### src/rtl/core/ghv_pkg.sv
// ghv_pkg: shared widths, register codes and control types of the circle hough voter
package ghv_pkg;

  // default sizes handed to the top level parameters
  localparam int IMAGE_WIDTH_DEF     = 128;
  localparam int IMAGE_HEIGHT_DEF    = 128;
  localparam int MAX_RADIUS_BINS_DEF = 16;
  localparam int COUNT_WIDTH_DEF     = 16;

  // fixed field widths
  localparam int PIX_W      = 7;
  localparam int DIR_W      = 16;
  localparam int RAD_W      = 12;
  localparam int STEP_W     = 8;
  localparam int BINS_CFG_W = 5;
  localparam int VOTES_W    = 16;
  localparam int BRAD_W     = 8;
  localparam int CFG_IDX_W  = 2;
  localparam int CFG_DATA_W = 12;

  // running radius needs one bit more than the register so that it can pass the end
  localparam int R_W = RAD_W + 1;

  // fixed point
  localparam int FRAC_SHIFT   = 18;
  localparam int SKIP_MAG     = 640;
  localparam int ROUND_ADD    = 8;
  localparam int PIX_SUBBITS  = 4;

  typedef enum logic [CFG_IDX_W-1:0] {
    CFG_RADIUS_START = 2'd0,
    CFG_RADIUS_END   = 2'd1,
    CFG_RADIUS_STEP  = 2'd2,
    CFG_RADIUS_BINS  = 2'd3
  } cfg_reg_e;

  localparam logic [RAD_W-1:0]      RADIUS_START_RST = 12'd0;
  localparam logic [RAD_W-1:0]      RADIUS_END_RST   = 12'd1024;
  localparam logic [STEP_W-1:0]     RADIUS_STEP_RST  = 8'd16;
  localparam logic [BINS_CFG_W-1:0] RADIUS_BINS_RST  = 5'd16;

  typedef struct packed {
    logic clear;
    logic start;
    logic advance;
    logic div_load;
    logic div_step;
    logic calc;
    logic read;
    logic write;
    logic finish;
  } ghv_cmd_t;

  typedef struct packed {
    logic clear_last;
    logic r_done;
    logic r_skip;
    logic div_last;
    logic centre_ok;
    logic out_busy;
  } ghv_stat_t;

endpackage

### src/rtl/core/ghv_ctrl.sv
// ghv_ctrl: sequencer of the clearing pass and of the radius steps of one pixel
module ghv_ctrl (
  input  logic                clk_i,
  input  logic                rst_ni,
  input  logic                in_valid_i,
  output logic                in_ready_o,
  input  ghv_pkg::ghv_stat_t  stat_i,
  output ghv_pkg::ghv_cmd_t   cmd_o
);

  typedef enum logic [7:0] {
    S_CLEAR  = 8'b0000_0001,
    S_IDLE   = 8'b0000_0010,
    S_STEP   = 8'b0000_0100,
    S_DIV    = 8'b0000_1000,
    S_CALC   = 8'b0001_0000,
    S_READ   = 8'b0010_0000,
    S_WRITE  = 8'b0100_0000,
    S_FINISH = 8'b1000_0000
  } ctrl_state_e;

  ctrl_state_e state_q, state_d;

  always_comb begin
    cmd_o      = '0;
    in_ready_o = 1'b0;
    state_d    = state_q;
    unique case (state_q)
      S_CLEAR: begin
        cmd_o.clear = 1'b1;
        if (stat_i.clear_last) state_d = S_IDLE;
      end
      S_IDLE: begin
        in_ready_o = 1'b1;
        if (in_valid_i) begin
          cmd_o.start = 1'b1;
          state_d     = S_STEP;
        end
      end
      S_STEP: begin
        priority if (stat_i.r_done) begin
          state_d = S_FINISH;
        end else if (stat_i.r_skip) begin
          cmd_o.advance = 1'b1;
        end else begin
          cmd_o.div_load = 1'b1;
          state_d        = S_DIV;
        end
      end
      S_DIV: begin
        cmd_o.div_step = 1'b1;
        if (stat_i.div_last) state_d = S_CALC;
      end
      S_CALC: begin
        cmd_o.calc = 1'b1;
        if (stat_i.centre_ok) begin
          state_d = S_READ;
        end else begin
          cmd_o.advance = 1'b1;
          state_d       = S_STEP;
        end
      end
      S_READ: begin
        cmd_o.read = 1'b1;
        state_d    = S_WRITE;
      end
      S_WRITE: begin
        cmd_o.write   = 1'b1;
        cmd_o.advance = 1'b1;
        state_d       = S_STEP;
      end
      S_FINISH: begin
        if (!stat_i.out_busy) begin
          cmd_o.finish = 1'b1;
          state_d      = S_IDLE;
        end
      end
      default: state_d = S_IDLE;
    endcase
  end

  always_ff @(posedge clk_i or negedge rst_ni) begin
    if (!rst_ni) begin
      state_q <= S_CLEAR;
    end else begin
      state_q <= state_d;
    end
  end

endmodule

### config.mk
export PLATFORM = sky130hd
export DESIGN_NAME = ghv_ctrl
export DESIGN_NICKNAME = d
export VERILOG_FILES = /design/src/rtl/core/ghv_pkg.sv /design/src/rtl/core/ghv_ctrl.sv
export SDC_FILE = /design/constraint.sdc
export NUM_CORES = 1
export LEC_CHECK = 0
export CAP_MARGIN = 30
export CORE_AREA = 2 2 39 41
export DETAILED_ROUTE_END_ITERATION = 10
export DIE_AREA = 0 0 41 43
export DONT_BUFFER_PORTS = 1
export GPL_TIMING_DRIVEN = 0
export PLACE_DENSITY = 0.63
export SYNTH_ARGS = -nofsm -noshare
export SYNTH_HDL_FRONTEND = slang
export SYNTH_SLANG_ARGS = --single-unit
### constraint.sdc
create_clock -name clk_i -period 3.5 [get_ports clk_i]
set_input_delay 0.525 -clock clk_i [delete_from_list [all_inputs] [get_ports clk_i]]
set_output_delay 0.525 -clock clk_i [all_outputs]
set_load 0.01 [all_outputs]
* Yosys cells after proc, flatten, opt, wreduce, memory -nomap -nowiden
Cells that the tools add are included.
** Operators by class
- Equal/unequal tests :: 13
- Muxes and demuxes :: 24
- Reductions and logical operators :: 1
** Operator list (number)
- $pmux 8 s8 :: 1
- $mux 8 :: 6
- $mux 1 :: 14
- $eq 8x1->1 const B :: 1
- $eq 8x2->1 const B :: 1
- $eq 8x3->1 const B :: 1
- $eq 8x4->1 const B :: 1
- $eq 8x5->1 const B :: 1
- $eq 8x6->1 const B :: 1
- $eq 8x7->1 const B :: 1
- $eq 8x8->1 const B :: 1
- $ne 2x2->1 const B :: 4
- $mux 6 :: 1
- $reduce_and 5->1 :: 1
- $ne 3x3->1 const B :: 1
- $pmux 1 s3 :: 1
- $mux 2 :: 1
** Storage, ports and cells
- Register bits :: 8
- Bits of input ports :: 9
- Output and inout bits :: 10

* Longest topological paths before layout
Gate-level depths: netlist of run 1.
- Depth in word-level cells :: 3
- Mapped depth :: 5

* Worst setup path before layout of run 1
Ideal clock, no wire load.
- Path type :: register -> output
- Start point :: reg state_q[1]
- End point :: out cmd_o[6] in the netlist's numbering
- Arrival time :: 1323 ps
- Data required time :: 2975 ps
- Slack :: 1652 ps
- Stages on the path, launching flop included :: 5
- Buffers on the path :: 0
- Cell sequence :: dfrtp_1 > nor4_4 > and4b_4 > nand2b_1 > a21o_1
** RTL lines
- from (decl) :: line ghv_ctrl.sv:22 : ctrl_state_e state_q, state_d;
- from (signal assigned) :: line ghv_ctrl.sv:86 : state_q <= state_d;
- to (decl) :: line ghv_ctrl.sv:8 : output ghv_pkg::ghv_cmd_t cmd_o

==> results of run 1 <==
[synth_stat cells (all sizes together)]
library cell	number	area [µm²]
nand3	2	10.01
and2	2	12.51
nand4	2	12.51
nor2b	4	25.02
and4b	3	33.78
and3	1	6.260
clkinv	1	3.750
a211oi	1	7.510
nand4b	3	26.28
nand2b	1	6.260
nand2	1	3.750
inv	4	15.01
o21bai	1	7.510
dfrtp	7	175.2
xnor2	1	8.760
dfstp	1	26.28
o32ai	1	8.760
nor2	6	22.52
nor3b	2	15.01
a21o	1	7.510
o211ai	2	20.02
nor4	2	42.54
nor3	1	10.01
o21ai	2	10.00
xor2	1	8.760
[final cells by class]
| cell class | count | share of cell area, % |
|---|---|---|
| multi-input combinational | 40 | 52.47 |
| timing repair buffer | 1 | 1.720 |
| clock buffer | 4 | 4.516 |
| sequential | 8 | 34.62 |
| tap | 16 | 3.441 |
| inverter | 5 | 3.226 |
[report_power, final]
part / switching, mW / total (mW) / internal, mW
sequential: 0.0251 / 0.134 / 0.109
clock: 0.0280 / 0.0714 / 0.0434
combinational: 0.0842 / 0.146 / 0.0620
total: 0.137 / 0.351 / 0.214
[logic make-up after synthesis]
logic type	synth area share, %
compound gates	11.67
xor+xnor	3.334
buf+inv	3.570
flops	38.33
simple gates	43.09
[through the flow]
stage / util [%] / std cells / hold WS (ps) / setup WS [ps] / power (mW)
2_1_floorplan: - / 53 / 229.4 / 1652 / 0.2546
3_3_place_gp: 39.42 / 69 / 229.6 / 1530 / 0.2789
3_5_place_dp: 39.42 / 69 / 229.6 / 1522 / 0.2804
4_1_cts: 42.04 / 74 / 115.8 / 1256 / 0.3562
5_1_grt: 42.04 / 74 / 112.4 / 1162 / 0.3836
6_report: 42.04 / 74 / 123.7 / 1257 / 0.3515
[worst max-delay path by stage]
stage,startpoint,to,slack (ps),depth (start not counted)
2_1_floorplan,state_q[1]$_DFFE_PN0P_,cmd_o[6],1650,4
3_3_place_gp,state_q[1]$_DFFE_PN0P_,cmd_o[6],1530,4
3_5_place_dp,state_q[1]$_DFFE_PN0P_,cmd_o[6],1520,4
4_1_cts,state_q[1]$_DFFE_PN0P_,cmd_o[6],1260,4
5_1_grt,state_q[7]$_DFFE_PN0P_,cmd_o[7],1160,4
6_report,state_q[1]$_DFFE_PN0P_,cmd_o[6],1260,4
[metal layers]
| metal | up-vias | track usage, % |
|---|---|---|
| li1 | 206 | - |
| met1 | 201 | 19.32 |
| met2 | 12 | 18.13 |
| met3 | 2 | 1.047 |
| met4 | 0 | 12.00 |
| met5 | - | 0 |
[cell usage in the layout (no fill, tap or decap), types with 2 or more instances in the layout]
cell / count
dfrtp_1: 7
nor2_1: 6
inv_1: 4
nor2b_1: 4
nand4b_1: 3
clkbuf_4: 3
nor4_4: 2
and4b_1: 2
nor3b_1: 2
nand4_1: 2
and2_1: 2
nand3_1: 2
==> impl_metrics.json, run 1 <==
{
  "rr_endpoint": "state_q[1]$_DFFE_PN0P_",
  "grt_antenna_before_repair": 0,
  "syn_to_final_growth_pct": 10.71,
  "syn_area_per_cell_um2": 9.915,
  "slowest_stage": "nor4_4",
  "drtAntennaViolNets": 0,
  "synth_fp_nets": 62,
  "synth.distinct_cells": 28,
  "start_util_pct": 37.97,
  "nFillCells": 143,
  "drt_wl_total_um": 967,
  "cts_buffer_depth": 2,
  "htree_levels": 1,
  "relSlewSlack_pct": 72.21,
  "reg2reg_from": "state_q[1]$_DFFE_PN0P_",
  "crit_path_max_fanout": 7,
  "vias": 421,
  "vdd_ir_drop_max_v": 0.0002460,
  "p_leak_nw": 0.2715,
  "globalplace.congestion": 0.7378,
  "max_stage_delay_ps": 440,
  "min_period_ps": 2243,
  "cts_tree": "built",
  "drt_iter0_drc": 16,
  "crit_required_ps": 2970,
  "dpl-instance-area_um2": 545.5,
  "power.density_mw_per_mm2": 604.1,
  "rsz0062_at_grt": "no",
  "clkTransAtPathRegs_ps": 50,
  "dieArea_mm2": 0.001763,
  "wl_per_cell_um": 13.07,
  "met1_length_um": 440,
  "diodes": 0,
  "post_cts_buffers": 0,
  "multi_input_area_um2": 305.3,
  "drtPass1Iterations": 4,
  "holdCritPathClass": "input port to async pin",
  "grt_pass1_vias": 388,
  "cpLargestDelayFamily": "simple AND/OR/NAND/NOR gates",
  "fp-row-count": 14,
  "design_area_um2": 581.8,
  "regMostFlops": "state_q",
  "maxCapViolCount": 0,
  "post_cts_resized": 0,
  "worst_slew_pin_slew_ps": 416.0,
  "end_kind": "primary output",
  "regToRegSetupSlack_ps": 1890,
  "path_cells": "nor4_4, and4b_4, nand2b_1, a21o_1",
  "dr_wl_met3_um": 53,
  "cts-root-buf": "clkbuf_4",
  "cp.arrival_ps": 1720,
  "core_area_mm2": 0.001384,
  "top_regs": "state_q x8",
  "worstSetupPathType": "flop to primary output",
  "grt_usage_pct": 13.78,
  "final-seq-area_um2": 201.4,
  "crit_buf_inv": 0,
  "rr_worst_depth": 4,
  "die_x_um": 41,
  "grt-ovfl-total": 0,
  "synth-seq-cells": 8,
  "clkLatencyLatePin_ps": 250,
  "slew_viol_final": 0,
  "critPathLaunchType": "flop",
  "fmax_mhz": 445.7,
  "grt_pass1_wl_mm": 1.593,
  "dp_hpwl_um": 797.1,
  "drc": 0,
  "syn_area_um2": 525.5,
  "hold_viol": 0,
  "clock_skew_ps": 6.537,
  "setup-tns-final_ps": 0,
  "min_period_over_period_pct": 64.10,
  "ios": 19,
  "status": "finished clean",
  "holdBufCountCts": 1,
  "synth_seq_area_share_pct": 38.33,
  "yosys_warnings": 0,
  "portBuffers": 0,
  "cts.sinks": 8,
  "synth_cells": 53,
  "grt_start_max_net_pins": 8,
  "wl_met2_um": 453,
  "fin_nets": 68,
  "finalSetupViolCount": 0,
  "largest_reg_flops": 8,
  "vias_per_cell": 5.689,
  "drive_above_1_share_pct": 15.52,
  "cts_buffers": 3,
  "die-height_um": 43,
  "top_layer_used": "met4"
}
No activity file was read; power rests on OpenSTA's default activity.
==> inputs of run 2 (changes only) <==
--- a/config.mk
+++ b/config.mk
@@ -11,7 +11,7 @@
 export DIE_AREA = 0 0 41 43
 export DONT_BUFFER_PORTS = 1
 export GPL_TIMING_DRIVEN = 0
-export PLACE_DENSITY = 0.63
+export PLACE_DENSITY = 0.65
 export SYNTH_ARGS = -nofsm -noshare
 export SYNTH_HDL_FRONTEND = slang
 export SYNTH_SLANG_ARGS = --single-unit
==> constraint.sdc (replaced) <==
create_clock -name clk_i -period 2 [get_ports clk_i]
set_input_delay 0.3 -clock clk_i [delete_from_list [all_inputs] [get_ports clk_i]]
set_output_delay 0.3 -clock clk_i [all_outputs]
set_load 0.01 [all_outputs]
==> run 2 against run 1 <==
  * Worst setup slack worse by 1200 ps
  * Total power up 86%
  * Largest power group unchanged
  * Sequential power grew 75%
  * Clock power increased by 79%
  * Worst hold slack better by 9.3 ps
  * Critical path type unchanged
  * Critical path depth did not move
==> impl_metrics.json, run 2 (synthesized netlist as in run 1, its figures left out) <==
{
  "maxCapViolCount": 0,
  "instances_no_fill": 76,
  "crit_path_max_fanout": 5,
  "fin_nets": 70,
  "max_stage_delay_ps": 430,
  "die_x_um": 41,
  "dpl-instance-area_um2": 545.5,
  "slowest_stage": "dfrtp_2",
  "core_area_mm2": 0.001384,
  "path_cells": "nor4_4, nand4b_1, inv_2, and2_4",
  "setup-tns-final_ps": 0,
  "die-height_um": 43,
  "utilization_pct": 43.94,
  "min_period_ps": 1961,
  "htree_levels": 1,
  "cts_buffer_depth": 2,
  "place_ws_ps": 222.2,
  "grt_usage_pct": 14.04,
  "finalSetupViolCount": 0,
  "ios": 19,
  "drtAntennaViolNets": 0,
  "fmax_mhz": 510.0,
  "final_common_cell": "nor2_1",
  "drive_above_1_share_pct": 28.33,
  "drc": 0,
  "reg2reg_from": "state_q[1]$_DFFE_PN0P_",
  "drt_wl_total_mm": 1.015,
  "vias": 424,
  "rr_endpoint": "state_q[1]$_DFFE_PN0P_",
  "cts.sinks": 8,
  "finalPower_mw": 0.6539,
  "grt_pass1_vias": 379,
  "wl_per_cell_um": 13.36,
  "relSlewSlack_pct": 75.69,
  "end_kind": "primary output",
  "holdPathEnd": "state_q[3]$_DFFE_PN0P_",
  "regMostFlops": "state_q",
  "hold_viol": 0,
  "worst_slew_pin_slew_ps": 363.5,
  "status": "finished clean",
  "drtPass1Iterations": 4,
  "cp.arrival_ps": 1660,
  "min_period_over_period_pct": 98.04,
  "p_leak_nw": 0.2840,
  "whs_path_depth": 1,
  "slew_viol_final": 0,
  "fp-row-count": 14,
  "grt_pass1_wl_mm": 1.552,
  "power.density_mw_per_mm2": 1075,
  "regToRegSetupSlack_ps": 410,
  "grt_antenna_before_repair": 0,
  "crit_required_ps": 1700,
  "top_regs": "state_q x8",
  "start_util_pct": 37.97,
  "dieArea_mm2": 0.001763,
  "holdWs_ps": 133.0,
  "dp_hpwl_um": 807.1,
  "vdd_ir_drop_max_v": 0.0004574,
  "worstSetupPathType": "flop to primary output",
  "clkTransAtPathRegs_ps": 60,
  "clkLatencyLatePin_ps": 250,
  "portBuffers": 0,
  "cts_buffers": 3,
  "holdCritPathClass": "input port to flop",
  "holdCritStartpoint": "stat_i[2]",
  "place_inst": 69,
  "diodes": 0,
  "grt_start_max_net_pins": 9,
  "clock_skew_ps": 10.68,
  "vias_per_cell": 5.579,
  "grt-ovfl-total": 0,
  "largest_reg_flops": 8,
  "critPathLaunchType": "flop",
  "rr_worst_depth": 5,
  "globalplace.congestion": 0.7945,
  "cts-root-buf": "clkbuf_4",
  "rsz0062_at_grt": "yes",
  "drt_iter0_drc": 7,
  "cts_tree": "built",
  "design_area_um2": 608.1,
  "fin_ws_ps": 39.25,
  "layout_common_cells": "nor2_1 (6), dfrtp_1 (5), inv_1 (4), nor2b_1 (4)",
  "syn_to_final_growth_pct": 15.71
}
==> run 2: changes by cell type in the layout (fill, tap and decap cells not counted), sizes merged <==
cell / before / now
clkinv: 1 / 0
buf: 0 / 2
inv: 4 / 5
==> run 2: critical path: cells and delay by family (launching register included) <==
family                 cells  cell delay, ps
and+or+nand+nor            3             810
buffers and inverters      1             170
DFF                        1             430
==> run 2: timing repair <==
action / CTS / global route
hold endpoints to repair: 8 / 0
pin swaps: 1 / 3
endpoints found under the setup margin: 1 / 3
buffers inserted: 1 / 1
resized for setup: 0 / 6
hold buffers: 1 / 0
==> run 2: worst max-delay path by stage <==
stage / startpoint / end / slack [ps]
after global routing: state_q[3]$_DFFE_PN0P_ / cmd_o[7] / -80
after CTS: state_q[7]$_DFFE_PN0P_ / cmd_o[7] / 6
after detailed placement: state_q[1]$_DFFE_PN0P_ / cmd_o[6] / 220
after floorplan: state_q[1]$_DFFE_PN0P_ / cmd_o[6] / 380
after global placement: state_q[1]$_DFFE_PN0P_ / cmd_o[6] / 220
final: state_q[3]$_DFFE_PN0P_ / cmd_o[7] / 40
==> run 2: area by class of cell <==
cell class	count	area (µm²)
well taps	16	20.02
clock buffers	4	26.28
multi-input cells	40	314.1
inverters	5	18.77
repair buffers	3	25.02
flip-flops and latches	8	203.9
fillers	141	775.7
==> run 2: report_power, final <==
group	internal [mW]	switching, mW	leakage, nW
clock	0.0761	0.0523	0.0150
combinational	0.131	0.160	0.169
sequential	0.191	0.0434	0.100
total	0.398	0.256	0.284
==> run 2: routing by layer <==
metal,vias to the layer above,global-route usage (%),wire length (µm)
met4,0,12.00,33
met3,5,3.665,43
met5,-,0,0
met2,14,18.44,487
met1,193,18.12,450
li1,212,-,-
